$ cat src/hcr_pkg.sv
// Shared types and constants of the Harris corner response block.
`timescale 1ns / 1ps
package hcr_pkg;

  // Configuration register indexes
  localparam logic [1:0] CFG_COLS = 2'd0;
  localparam logic [1:0] CFG_ROWS = 2'd1;
  localparam logic [1:0] CFG_SENS = 2'd2;

  localparam logic [9:0]  COLS_RST = 10'd640;
  localparam logic [11:0] ROWS_RST = 12'd480;
  localparam logic [15:0] SENS_RST = 16'd2621;

  localparam int PIX_W  = 8;
  localparam int SQ_W   = 21;   // squared gradient
  localparam int CR_W   = 22;   // gradient cross product, signed
  localparam int SUM_W  = 24;   // window sum of squares
  localparam int SXY_W  = 26;   // window sum of cross products, signed
  localparam int RESP_W = 48;
  localparam int Q_DEPTH = 8;
  localparam int QCNT_W  = 4;

  // One window sum set handed from front to back
  typedef struct packed {
    logic [SUM_W-1:0]        sxx;
    logic [SUM_W-1:0]        syy;
    logic signed [SXY_W-1:0] sxy;
    logic [11:0]             row;
    logic [9:0]              col;
    logic                    last;
  } item_t;

  typedef enum logic [2:0] {
    B_IDLE, B_MPOS, B_MA2, B_MT2, B_MKL, B_MKH, B_KT, B_RES
  } back_state_e;

endpackage

$ cat src/hcr_queue.sv
// Short queue of window sums between front and back.
`timescale 1ns / 1ps
module hcr_queue (
  input  logic                       clk_i,
  input  logic                       rst_ni,
  input  logic                       push_i,
  input  hcr_pkg::item_t             push_item_i,
  input  logic                       pop_i,
  output hcr_pkg::item_t             head_o,
  output logic                       empty_o,
  output logic [hcr_pkg::QCNT_W-1:0] count_o
);
  import hcr_pkg::*;

  localparam int PW = $clog2(Q_DEPTH);

  item_t             slot_q [Q_DEPTH];
  logic [PW-1:0]     wp_q, rp_q;
  logic [QCNT_W-1:0] cnt_q;

  assign head_o  = slot_q[rp_q];
  assign empty_o = (cnt_q == '0);
  assign count_o = cnt_q;

  always_ff @(posedge clk_i) begin
    if (push_i) slot_q[wp_q] <= push_item_i;
  end

  // Advance pointers and count
  always_ff @(posedge clk_i or negedge rst_ni) begin
    if (!rst_ni) begin
      wp_q  <= '0;
      rp_q  <= '0;
      cnt_q <= '0;
    end else begin
      if (push_i) wp_q <= wp_q + 1'b1;
      if (pop_i)  rp_q <= rp_q + 1'b1;
      cnt_q <= cnt_q + QCNT_W'(push_i) - QCNT_W'(pop_i);
    end
  end

endmodule

$ cat config.mk
export PLATFORM = sky130hd
export DESIGN_NAME = hcr_queue
export DESIGN_NICKNAME = d
export VERILOG_FILES = /design/src/hcr_pkg.sv /design/src/hcr_queue.sv
export SDC_FILE = /design/constraint.sdc
export NUM_CORES = 1
export LEC_CHECK = 0
export BUFFER_PORTS_ARGS = -buffer_cell sky130_fd_sc_hd__buf_2
export CAP_MARGIN = 10
export CORE_MARGIN = 5
export CORE_UTILIZATION = 60
export CTS_BUF_LIST = sky130_fd_sc_hd__clkbuf_16
export CTS_CLUSTER_SIZE = 8
export DETAILED_ROUTE_END_ITERATION = 7
export GPL_TIMING_DRIVEN = 0
export PLACE_DENSITY = 0.89
export SYNTH_ARGS = -nofsm -noshare
export SYNTH_HDL_FRONTEND = slang
export SYNTH_SLANG_ARGS = --single-unit
$ cat constraint.sdc
create_clock -name clk_i -period 10.25 [get_ports clk_i]
set_input_delay 0.5125 -clock clk_i [delete_from_list [all_inputs] [get_ports clk_i]]
set_output_delay 0.5125 -clock clk_i [all_outputs]
set_load 0.005 [all_outputs]
======== Yosys cells after proc, flatten, opt, wreduce, memory -nomap -nowiden ========
Memories as Yosys holds them, arrays and structs flattened.
Cells that the tools add are included.
operators by class
  $add $sub $neg .......................... 4
  reductions and logical operators ........ 1
  muxes and demuxes ....................... 2
operator list
  cell                                          number
  adder 3 x 1 -> 3 bit (second input constant)  2
  adder 4 x 1 -> 4 bit                          1
  logical NOT 4 bit                             1
  subtractor 4 x 1 -> 4 bit                     1
  2-to-1 mux 1 bit                              2
storage, ports and cells
  memories ................................ 1
  bits in writable memories ............... 776
  register bits ........................... 10
  word-level logic and storage cells ...... 11
  output and inout port bits .............. 102
  input port bits ......................... 101
memories
  name    words  width  rd ports  clocked after Yosys merged registers in  write ports  RTL line         RTL
  slot_q  8      97     1         0                                        1            hcr_queue.sv:17  item_t slot_q [Q_DEPTH];

======== Logic depth before layout (Yosys ltp) ========
  depth in word-level cells ............... 2
  gate-level depth with buffers ........... 7
  mapped depth without buffers ............ 7

======== Worst setup path after synthesis ========
Ideal clock, no wire load.
  kind .................................... input to register
  from .................................... input push_i
  to ...................................... memory slot_q[0][0] in the netlist's numbering (enable)
  required time ........................... 9579 ps
  library setup time ...................... 671 ps
  arrival time ............................ 7169 ps
  setup slack ............................. 2410 ps
  buffers on the path ..................... 0
  stages on the path ...................... 2
  cells stage by stage .................... nand2b_1 nor3_1
on the way
  word-level cells in the longest chain between the ends .. 2
ends and longest elaborated chain
  element                                 RTL line         RTL
  start, declared                         hcr_queue.sv:6   input logic push_i,
  2-to-1 mux 1 bit                        hcr_queue.sv:26  if (push_i) slot_q[wp_q] <= push_item_i;
  2-to-1 mux 1 bit (not written as such)  hcr_queue.sv:26
  end, declared                           hcr_queue.sv:17
No other way between the ends.

==> impl_metrics.json <==
{
  "fin_crit_ns": 3.54,
  "synth_area_um2": 29700,
  "ant_nets": 0,
  "end_kind": "output pin",
  "synth-edff-count": 776,
  "synth-seq-cells": 786,
  "ioPinCount": 203,
  "async_flop_share_pct": 1.27,
  "cts_buffers": 108,
  "final_cell_count_no_fill": 2237,
  "internal_power_mw": 7.46,
  "dieArea_um2": 54000,
  "place.gp.congestion": 0.723,
  "timing.rr.start": "wp_q[1]",
  "slowest_delay_ns": 0.62,
  "power-per-cell-area_nw_per_um2": 294,
  "sw_frac_of_total_pct": 28.1,
  "seq_power_share_pct": 40.1,
  "synth_warnings": 0,
  "syn_area_per_cell_um2": 25.3,
  "power_frac_comb_pct": 30.1,
  "holdPathStages": 1,
  "yosysSeqAreaShare_pct": 79.4,
  "htreeDepth": 3,
  "grt_antenna_before_repair": 12,
  "synth_top_area_share_pct": 78.5,
  "wire_per_inst_um": 29.1,
  "leakagePower_nw": 11.8,
  "portBuffers": 202,
  "num_rows": 81,
  "synth_flop_cell": "edfxtp_1",
  "rsz0062_at_grt": "no",
  "fin_ws_ns": 6.71,
  "crit_path_end": "head_o[14]",
  "post_cts_buffers": 0,
  "grt_max_degree": 27,
  "vias": 14000,
  "clock_skew_ns": 0.0150,
  "ys_types": 20,
  "grt_pass1_vias": 15200,
  "dp.cells": 2088,
  "cts_sinks": 786,
  "worst-path-max-fanout": 10,
  "first_pass_iters": 8,
  "fin_area_um2": 35300,
  "dieHeight_um": 232,
  "cts.reportedPaths.clkPinSlew_ns": 0.05,
  "avgViaCountPerCell": 6.25,
  "hold_viol_final": 0,
  "startpoint": "rp_q[2]",
  "path_cells": "buf_2 -> buf_2 -> buf_1 -> mux4_2 -> mux2_2 -> buf_2",
  "maxCapViolCount": 0,
  "postSynthCellCount": 1174,
  "synth_area_leaders": "edfxtp_1, mux4_2, mux2_2, dfrtp_1, buf_6",
  "max_freq_mhz": 282,
  "arrival_ns": 3.03,
  "crit_top_cell": "buf_2",
  "rrSetupSlack_ns": 7.82,
  "critPathSlowestCell": "buf_1",
  "placed_area_um2": 32300,
  "track_usage_pct": 24.9,
  "wirelength_um": 65100,
  "clockPowerShare_pct": 29.8,
  "route.detailed.drc": 0,
  "place_ws_ns": 7.38,
  "setup_violations": 0,
  "post_cts_resized": 0,
  "syn_to_final_growth_pct": 18.9,
  "yosys.area.top_type": "edfxtp_1",
  "total_power_mw": 10.4,
  "switchingPower_mw": 2.92,
  "r2r_end": "slot_q[0][47]",
  "worstPathRequired_ns": 9.74,
  "cts_root_buf": "clkbuf_16",
  "finalCritPeriodShare_pct": 34.6,
  "fin_nets": 1644,
  "grt_pass1_wl_um": 97600,
  "worst_ir_drop_vdd_mv": 0.208,
  "worst-slew-pin-transition_ns": 0.850,
  "drive_above_1_share_pct": 44.9,
  "die_x_um": 232,
  "fp.coreArea_um2": 49000,
  "status": "finished, final reports clean",
  "cp-start-kind": "register",
  "initial_core_util_pct": 60.6,
  "fin_tns_setup_ns": 0,
  "hp-class": "input port to register",
  "grt-ovfl-total": 0,
  "slew_headroom_pct": 43.3,
  "r2r_cells": 7,
  "syn-num-nets": 1283,
  "drtIter0Drc": 1625,
  "insertion_delay_ns": 0.65,
  "worstSetupPathType": "register to output pin",
  "report.final.slew_viol_count": 0,
  "dp_hpwl_um": 38000,
  "cts_tree": "built",
  "cts_buffer_depth": 3
}
[sequential cells by signal, indices dropped and copies added, names as in the netlist]
| register | flops |
|---|---|
| slot_q | 776 |
| count_o | 4 |
| rp_q | 3 |
| wp_q | 3 |
[worst min path at each step]
stage,slack [ns],startpoint,end
finish,0.13,push_item_i[68],slot_q[7][68]
global route,0.12,push_item_i[83],slot_q[4][83]
CTS,0.09,push_item_i[22],slot_q[4][22]
detailed placement,0.40,rst_ni,count_o[0]
global placement,0.39,rst_ni,count_o[1]
floorplan,0.22,rst_ni,count_o[0]
[Yosys cell counts (4+ instances only)]
| library cell | number |
|---|---|
| buf_6 | 17 |
| buf_1 | 5 |
| edfxtp_1 | 776 |
| nor2_1 | 6 |
| ha_1 | 7 |
| nand2_1 | 4 |
| dfrtp_1 | 10 |
| mux2_2 | 99 |
| buf_2 | 18 |
| mux4_2 | 194 |
| inv_1 | 8 |
| clkbuf_1 | 15 |
[critical path, delay by kind of cell (launching register included)]
kind / cells / cell delay [ns]
mux: 2 / 0.75
buf+inv: 4 / 1.34
flops: 1 / 0.32
[cells by family (layout without fill, tap and decap cells)]
family          Yosys count  count (layout)  share of synthesized area (%)
buf+inv                  63             452                           1.30
fa+ha+maj                 8               8                          0.363
mux                     293             293                           18.5
simple gates             16              16                          0.245
xor+xnor                  6               6                          0.177
other cells               0              10                              0
compound gates            2               2                         0.0422
flops                   786             786                           79.4
[power groups by stage]
stage / Clock (mW) / Sequential (mW) / Combinational, mW
floorplan: 0 / 4.24 / 1.92
global placement: 0 / 4.34 / 2.90
detailed placement: 0 / 4.20 / 3.12
CTS: 3.14 / 4.16 / 3.18
global route: 3.31 / 4.18 / 3.34
finish: 3.09 / 4.16 / 3.12
[layout by cell type (no fill, tap or decap), drive strengths merged]
| cell | netlist | routed |
|---|---|---|
| nor2 | 6 | 6 |
| a21o | 1 | 1 |
| nand2b | 3 | 3 |
| diode | 0 | 10 |
| xor2 | 3 | 3 |
| mux2 | 99 | 99 |
| buf | 40 | 290 |
| dfrtp | 10 | 10 |
| clkinv | 0 | 2 |
| dlygate4sd3 | 0 | 1 |
| a21oi | 1 | 1 |
| edfxtp | 776 | 776 |
| ha | 7 | 7 |
| mux4 | 194 | 194 |
| inv | 8 | 34 |
| nand2 | 4 | 4 |
| clkbuf | 15 | 125 |
| and3 | 1 | 1 |
| nor3 | 2 | 2 |
| xnor2 | 3 | 3 |
| fa | 1 | 1 |
[per-stage QoR]
| stage | utilization (%) | hold WS, ns |
|---|---|---|
| after floorplan | - | 0.217 |
| after global placement | 64.4 | 0.390 |
| after detailed placement | 66.1 | 0.400 |
| after CTS | 72.0 | 0.0915 |
| after global routing | 72.0 | 0.121 |
| final | 72.0 | 0.131 |
[cell type report]
cell class | count | area [um^2]
antenna | 10 | 25.0
buffer | 55 | 357
clock buffer | 110 | 2750
clock inverter | 28 | 143
fill | 2626 | 13700
inverter | 8 | 30.0
multi-input combinational | 325 | 5780
sequential | 786 | 23600
tap | 664 | 831
timing repair buffer | 251 | 1790
[routing by layer]
layer  vias to the layer above  part of all wire (%)  track usage (%)  wire, um
met5                         -                 0.086                0        56
met4                        10                   2.0             6.78      1330
met3                       121                   9.4             6.70      6090
met2                       793                    51             40.6     33200
met1                      7324                    38             34.2     24400
li1                       5741                     -                -         -
[what timing repair did]
action / CTS / global route
hold buffers: 1 / 0
hold endpoints to repair: 10 / 0
endpoints found under the setup margin: 0 / 0
No activity file was read; power rests on OpenSTA's default activity.
