$ cat config.mk
export PLATFORM = sky130hd
export DESIGN_NAME = hcr_back
export DESIGN_NICKNAME = d
export VERILOG_FILES = /design/src/hcr_pkg.sv /design/src/hcr_back.sv
export SDC_FILE = /design/constraint.sdc
export NUM_CORES = 2
export LEC_CHECK = 0
export BUFFER_PORTS_ARGS = -buffer_cell sky130_fd_sc_hd__clkbuf_2
export CORE_MARGIN = 2
export CORE_UTILIZATION = 50
export CTS_BUF_LIST = sky130_fd_sc_hd__clkbuf_4 sky130_fd_sc_hd__clkbuf_8 sky130_fd_sc_hd__clkbuf_16
export CTS_CLUSTER_DIAMETER = 100
export CTS_CLUSTER_SIZE = 8
export DETAILED_ROUTE_END_ITERATION = 12
export PLACE_DENSITY = 0.66
export REMOVE_ABC_BUFFERS = 1
export SLEW_MARGIN = 20
export SYNTH_ARGS = -nofsm -noshare
export SYNTH_HDL_FRONTEND = slang
export SYNTH_SLANG_ARGS = --single-unit
$ cat constraint.sdc
create_clock -name clk_i -period 11.7 [get_ports clk_i]
set_input_delay 1.755 -clock clk_i [delete_from_list [all_inputs] [get_ports clk_i]]
set_output_delay 1.755 -clock clk_i [all_outputs]
set_load 0.02 [all_outputs]
$ cat src/hcr_pkg.sv
// Shared types and constants of the Harris corner response block.
`timescale 1ns / 1ps
package hcr_pkg;

  // Configuration register indexes
  localparam logic [1:0] CFG_COLS = 2'd0;
  localparam logic [1:0] CFG_ROWS = 2'd1;
  localparam logic [1:0] CFG_SENS = 2'd2;

  localparam logic [9:0]  COLS_RST = 10'd640;
  localparam logic [11:0] ROWS_RST = 12'd480;
  localparam logic [15:0] SENS_RST = 16'd2621;

  localparam int PIX_W  = 8;
  localparam int SQ_W   = 21;   // squared gradient
  localparam int CR_W   = 22;   // gradient cross product, signed
  localparam int SUM_W  = 24;   // window sum of squares
  localparam int SXY_W  = 26;   // window sum of cross products, signed
  localparam int RESP_W = 48;
  localparam int Q_DEPTH = 8;
  localparam int QCNT_W  = 4;

  // One window sum set handed from front to back
  typedef struct packed {
    logic [SUM_W-1:0]        sxx;
    logic [SUM_W-1:0]        syy;
    logic signed [SXY_W-1:0] sxy;
    logic [11:0]             row;
    logic [9:0]              col;
    logic                    last;
  } item_t;

  typedef enum logic [2:0] {
    B_IDLE, B_MPOS, B_MA2, B_MT2, B_MKL, B_MKH, B_KT, B_RES
  } back_state_e;

endpackage

$ cat src/hcr_back.sv
// Back end: Harris response from window sums on one shared multiplier.
`timescale 1ns / 1ps
module hcr_back (
  input  logic                        clk_i,
  input  logic                        rst_ni,
  input  hcr_pkg::item_t              head_i,
  input  logic                        empty_i,
  output logic                        pop_o,
  input  logic [15:0]                 sens_i,
  output logic                        out_valid_o,
  input  logic                        out_stall_i,
  output logic signed [hcr_pkg::RESP_W-1:0] response_o,
  output logic [11:0]                 out_row_o,
  output logic [9:0]                  out_col_o,
  output logic                        frame_last_o
);
  import hcr_pkg::*;

  back_state_e state_q, state_d;

  logic [SUM_W-1:0] sxx_q, syy_q;
  logic [24:0]      trace_q, axy_q;
  logic [11:0]      row_q;
  logic [9:0]       col_q;
  logic             last_q;
  logic [47:0]      pos_q;
  logic [49:0]      a2_q, t2_q, kt_q;
  logic [40:0]      kl_q, kh_q;
  logic [24:0]      ma, mb;
  logic [49:0]      mp;
  logic [65:0]      kfull;
  logic signed [52:0] diff;
  logic signed [RESP_W-1:0] resp_c;
  logic             out_free;
  logic [SXY_W-1:0] sxy_abs;

  assign out_free = !out_valid_o || !out_stall_i;
  assign sxy_abs  = head_i.sxy[SXY_W-1] ? -head_i.sxy : head_i.sxy;

  // Next state and control
  always_comb begin
    state_d = state_q;
    pop_o   = 1'b0;
    case (state_q)
      B_IDLE: begin
        if (!empty_i) begin
          pop_o   = 1'b1;
          state_d = B_MPOS;
        end
      end
      B_MPOS: state_d = B_MA2;
      B_MA2:  state_d = B_MT2;
      B_MT2:  state_d = B_MKL;
      B_MKL:  state_d = B_MKH;
      B_MKH:  state_d = B_KT;
      B_KT:   state_d = B_RES;
      B_RES: begin
        if (out_free) state_d = B_IDLE;
      end
      default: state_d = B_IDLE;
    endcase
  end

  always_ff @(posedge clk_i or negedge rst_ni) begin
    if (!rst_ni) state_q <= B_IDLE;
    else         state_q <= state_d;
  end

  // Select multiplier operands
  always_comb begin
    case (state_q)
      B_MPOS: begin ma = 25'(sxx_q);   mb = 25'(syy_q); end
      B_MA2:  begin ma = axy_q;        mb = axy_q;      end
      B_MT2:  begin ma = trace_q;      mb = trace_q;    end
      B_MKL:  begin ma = t2_q[24:0];   mb = 25'(sens_i); end
      B_MKH:  begin ma = t2_q[49:25];  mb = 25'(sens_i); end
      default: begin ma = '0;          mb = '0;         end
    endcase
    mp = ma * mb;
  end

  // Rounded k term, then difference with saturation at both ends
  always_comb begin
    kfull = {kh_q, 25'b0} + 66'(kl_q) + 66'd32768;
    diff  = $signed({5'b0, pos_q}) - $signed({3'b0, a2_q}) - $signed({3'b0, kt_q});
    if (diff < -$signed(53'h800000000000))
      resp_c = {1'b1, {(RESP_W-1){1'b0}}};
    else if (diff > $signed(53'h7FFFFFFFFFFF))
      resp_c = {1'b0, {(RESP_W-1){1'b1}}};
    else
      resp_c = diff[RESP_W-1:0];
  end

  always_ff @(posedge clk_i) begin
    case (state_q)
      B_IDLE: begin
        sxx_q   <= head_i.sxx;
        syy_q   <= head_i.syy;
        trace_q <= 25'(head_i.sxx) + 25'(head_i.syy);
        axy_q   <= sxy_abs[24:0];
        row_q   <= head_i.row;
        col_q   <= head_i.col;
        last_q  <= head_i.last;
      end
      B_MPOS: pos_q <= mp[47:0];
      B_MA2:  a2_q  <= mp;
      B_MT2:  t2_q  <= mp;
      B_MKL:  kl_q  <= mp[40:0];
      B_MKH:  kh_q  <= mp[40:0];
      B_KT:   kt_q  <= kfull[65:16];
      default: ;
    endcase
  end

  // Output register
  always_ff @(posedge clk_i or negedge rst_ni) begin
    if (!rst_ni) begin
      out_valid_o <= 1'b0;
    end else if (state_q == B_RES && out_free) begin
      out_valid_o <= 1'b1;
    end else if (!out_stall_i) begin
      out_valid_o <= 1'b0;
    end
  end

  always_ff @(posedge clk_i) begin
    if (state_q == B_RES && out_free) begin
      response_o   <= resp_c;
      out_row_o    <= row_q;
      out_col_o    <= col_q;
      frame_last_o <= last_q;
    end
  end

endmodule

### Word level (Yosys, flattened, before mapping)

Cells that the tools add are included.

* bits in registers: 476
* input bits: 117
* output and inout bits: 73

* $add $sub $neg: 6
* multiply operators: 1
* magnitude comparators: 2
* eq/ne operators: 10
* muxes and demuxes: 11
* reductions and logical operators: 7

Operators with widths (number)
* 25-bit case mux with 5 select lines: 1
* 25-bit case mux with 4 select lines: 1
* 66-bit by 16-bit adder with 66-bit output, second input constant: 1
* 66-bit by 41-bit adder with 66-bit output: 1
* 52-bit by 48-bit > comparator with 1-bit output, second input constant: 1
* 52-bit by 48-bit < comparator with 1-bit output, second input constant: 1
* 51-bit by 51-bit subtractor with 52-bit output: 1
* 48-bit by 50-bit subtractor with 51-bit output: 1
* 25-bit by 25-bit multiplier with 50-bit output: 1
* 48-bit 2-to-1 mux: 1
* 24-bit by 24-bit adder with 25-bit output: 1
* 25-bit 2-to-1 mux: 1
* 25-bit negation: 1
* 3-bit case mux with 8 select lines: 1
* 3-bit equality test, second input constant: 4
* 3-bit by 2-bit equality test with 1-bit output, second input constant: 2
* 3-bit 2-to-1 mux: 2
* 1-bit 2-to-1 mux: 4
* 2-bit inequality test, second input constant: 2
* 3-bit by 1-bit equality test with 1-bit output, second input constant: 1
* 3-bit zero test: 1
* 1-bit zero test: 2
* 2-bit by 1-bit inequality test with 1-bit output, second input constant: 1
* 2-bit AND reduction: 1
* other kinds (3): 3

### Longest topological paths before layout

* depth after elaboration: 4
* gate-level depth with buffers: 33
* gate-level depth less buffers: 31

### Worst setup path after synthesis

Ideal clock, no wire load.

* path kind: register -> register
* start: register state_q[1]
* end: register a2_q[43], data pin
* arrival time: 11209 ps
* required time: 11428 ps
* path slack: 219 ps
* cell stages (with the launch flop): 32
* path buffers: 1
* period minus slack after synthesis: 11481 ps
* cell sequence: dfrtp_1 > clkinv_1 > nor3_1 > a22oi_1 > clkinv_1 > a221o_1 > clkbuf_1 > nand2_1 > fa_1 > inv_1 > ha_1 > inv_1 > fa_1 > fa_1 > inv_1 > fa_1 > fa_1 > inv_1 > fa_1 > inv_1 > ha_1 > a21o_1 > a21o_1 > a21oi_1 > o21ai_0 > a31oi_1 > a21oi_1 > a221oi_1 > o21ai_1 > nor2b_1 > a311oi_1 > xnor2_1

* word-level cells in the longest chain between the ends: 4

Ends and longest elaborated chain
* start, declared: RTL line hcr_back.sv:19 `back_state_e state_q, state_d;`
* start signal, assigned: RTL line hcr_back.sv:66 `else state_q <= state_d;`
* 3-bit equality test: RTL line hcr_back.sv:71 `case (state_q)`
* 2-bit OR reduction (no line)
* 25-bit case mux with 4 select lines: RTL line hcr_back.sv:71
* 25-bit by 25-bit multiplier with 50-bit output (*): RTL line hcr_back.sv:79 `mp = ma * mb;`
* net mp[43]: RTL line hcr_back.sv:30 `logic [49:0] mp;`
* end signal, assigned: RTL line hcr_back.sv:106 `B_MA2: a2_q <= mp;`
* end, declared: RTL line hcr_back.sv:27 `logic [49:0] a2_q, t2_q, kt_q;`

Mark *: on every way through the listed nets, which the timed path passes. The rest lies on a longest branch.
A chain may end at the register's enable or synchronous reset.

### Worst setup path after layout

* start: register state_q[1]
* end: register t2_q[29], data pin

* word-level cells in the longest chain between the ends: 4

Ends and longest elaborated chain
* 3-bit equality test: RTL line hcr_back.sv:71
* 2-bit OR reduction (no line)
* 25-bit case mux with 4 select lines: RTL line hcr_back.sv:71
* 25-bit by 25-bit multiplier with 50-bit output (*): RTL line hcr_back.sv:79
* net mp[29]: RTL line hcr_back.sv:30
* end signal, assigned: RTL line hcr_back.sv:107 `B_MT2: t2_q <= mp;`
* end, declared: RTL line hcr_back.sv:27

Marks and branches as above.

==> results.sh <==
export IMPL_drv_cap=0
export IMPL_slew_viol_final=0
export IMPL_die_area_mm2=0.09131
export IMPL_post_cts_buffers=0
export IMPL_status="complete, no violations"
export IMPL_antenna_found_initial=2
export IMPL_cts_resized=0
export IMPL_yosys_area_top_type_share_pct=30.87
export IMPL_cts_tree="done"
export IMPL_required_ns=12.00
export IMPL_ys_flop_type="edfxtp_1"
export IMPL_grt_max_degree=78
export IMPL_dpl_cell_area_mm2=0.04686
export IMPL_yosys_area_top_type="edfxtp_1"
export IMPL_grt_pass1_vias=33048
export IMPL_final_cell_area_mm2=0.04881
export IMPL_critPathMaxFanout=18
export IMPL_worst_pin_slew_ns=1.198
export IMPL_yosysMostFrequentCell="inv_1"
export IMPL_cts_made_buffers=68
export IMPL_cts_clk_slew_worst_paths_ns=0.05
export IMPL_post_place_ws_ns=1.524
export IMPL_final_min_clock_period_ns=10.23
export IMPL_clock_latency_ns=0.65
export IMPL_cts_root_buf="clkbuf_16"
export IMPL_drc_errors=0
export IMPL_max_slew_margin_pct=20.15
export IMPL_setup_viol=0
export IMPL_portBuffers=189
export IMPL_cpMostUsedCell="fa_1"
export IMPL_grt_pass1_wl_um=191400
export IMPL_rsz0062_at_grt="no"
export IMPL_syn_inst=4446
export IMPL_syn_area_per_cell_um2=9.999
export IMPL_gp_congestion=0.9951
export IMPL_synth_async_reset_ratio_pct=0.8677
export IMPL_max_clock_path_buffers=3
export IMPL_grt_overflow=0
export IMPL_synthToLayoutAreaGrowth_pct=9.792
export IMPL_via_per_inst=5.612
export IMPL_crit_type="register to register"
export IMPL_endpoint_kind="register"
export IMPL_hpwlAfterDp_um=96680
export IMPL_critPathArrivalTime_ns=10.54
export IMPL_layout_drive_gt1_share_pct=9.517
export IMPL_wl_um=123000
export IMPL_ys_top_cells_by_count="inv_1, fa_1, nand2_1"
export IMPL_drt_pre_antenna_iters=6
export IMPL_drt_iter0_markers=2467
export IMPL_skew_ns=0.05696
export IMPL_critPathLaunchType="register"
export IMPL_grtUsageTotal_pct=27.75
export IMPL_start_util_pct=50.38
export IMPL_ys_types=77
export IMPL_core_area_mm2=0.08824
export IMPL_fp_dieW_um=302.2
export IMPL_layout_nets=5572
export IMPL_hold_class="register to register"
export IMPL_ios=190
export IMPL_synth_seq_area_share_pct=31.10
export IMPL_final_core_util_pct=55.31
export IMPL_hold_viol=0
export IMPL_dr_total_vias=32430
export IMPL_fmax_mhz=97.72
export IMPL_rows=109
export IMPL_ys_top_cells_by_area="edfxtp_1, fa_1, ha_1, inv_1, nand2_1"
export IMPL_ys_ff_latch=461
export IMPL_cpMaxStageDelayCell="o22ai_2"
export IMPL_clock_sinks=461
export IMPL_antenna_left=0
export IMPL_htreeDepth=3
export IMPL_fin_ws_ns=1.467
export IMPL_ctsHoldBuffers=0
export IMPL_die_y_um=302.2
export IMPL_routedWlPerCell_um=21.29
export IMPL_period_share_pct=87.47
export IMPL_slowest_delay_ns=0.75
export IMPL_yosys_warnings=0
export IMPL_synth_edff_count=457
export IMPL_synth_area_mm2=0.04445
## cell usage in the layout (no fill, tap or decap), drive strengths merged, types with 22 or more instances in the layout
master | netlist | layout
inv | 797 | 800
fa | 529 | 529
nand2 | 522 | 522
edfxtp | 457 | 457
nor2 | 352 | 352
ha | 325 | 325
clkbuf | 139 | 262
a21oi | 219 | 219
xnor2 | 147 | 147
o21ai | 127 | 127
a21o | 113 | 113
xor2 | 77 | 77
buf | 28 | 63
nand3 | 53 | 53
a22oi | 43 | 43
nor3 | 39 | 39
nand2b | 35 | 35
o22ai | 35 | 35
and2 | 34 | 34
nor2b | 30 | 30
o22a | 28 | 28
and3 | 27 | 27
mux2i | 26 | 26
o21a | 22 | 22
a31oi | 22 | 22
## kinds of logic (layout without fill, tap and decap cells)
logic type                 Yosys count  after routing  synth area share, %
DFF                                461            461                31.10
and+or+nand+nor                   1167           1167                11.37
muxes                               42             42               0.9907
xor gates and xnor gates           224            224                4.413
adders and majority gates          854            854                32.97
AOI/OAI and AO/OA                  732            732                10.89
other                                0              1                    0
buffers and inverters              966           1133                8.269
## worst max-delay path, delay by kind of cell, from the launching register on
family / cells / cell delay (ns)
fa+ha+maj: 8 / 3.95
compound gates: 6 / 2.24
buf+inv: 8 / 1.31
simple gates: 5 / 1.29
xor+xnor: 1 / 0.71
flops: 1 / 0.38
## flip-flops by register name, indices dropped and copies added, names as in the netlist, 10 cells and up
register / flops
row_q: 12
syy_q: 24
kl_q: 26
kt_q: 50
pos_q: 48
response_o: 48
trace_q: 25
kh_q: 41
col_q: 10
axy_q: 25
t2_q: 50
out_col_o: 10
out_row_o: 12
sxx_q: 24
a2_q: 50
## path summary, 6_finish.rpt
path                                 start           end  slack (ns)  depth (start not counted)
worst max-delay path            state_q[1]      t2_q[29]        1.47                         28
worst max register to register  state_q[1]      t2_q[29]        1.47                         28
worst min-delay path              col_q[2]  out_col_o[2]        0.41                          0
worst min register to register    col_q[2]  out_col_o[2]        0.41                          0
max in group asynchronous           rst_ni    state_q[0]       10.58                          1
min in group asynchronous           rst_ni    state_q[2]        0.95                          1
## layer usage
layer  GRT usage, %  routed length (um)  up-vias
met1          36.18               49710    15884
met2          44.42               55970     1402
li1               -                   -    14856
met4          11.47                5795        2
met3          6.909               11550      286
met5              0                  13        -
## through the flow
stage          setup TNS [ns]  cells  hold slack, ns
2_1_floorplan         -160.16   4279          0.4003
3_3_place_gp                0   5696          0.4006
3_5_place_dp                0   5696          0.4045
4_1_cts                     0   5778          0.4149
5_1_grt                     0   5778          0.4217
6_report                    0   5779          0.4137
## layout make-up
type                            instances  area (um^2)
Multi-Input combinational cell       3019        27160
Tap cell                             1165         1458
Timing Repair Buffer                  252         1419
Antenna cell                            1        2.502
Sequential cell                       461        13830
Fill cell                            7668        39430
Inverter                              799         2999
Clock buffer                           73         1745
Clock inverter                          9        193.9
Power is left out: the tool's default activity adds up to more than one toggle a clock period on the data nets, which glitch-free logic cannot reach.
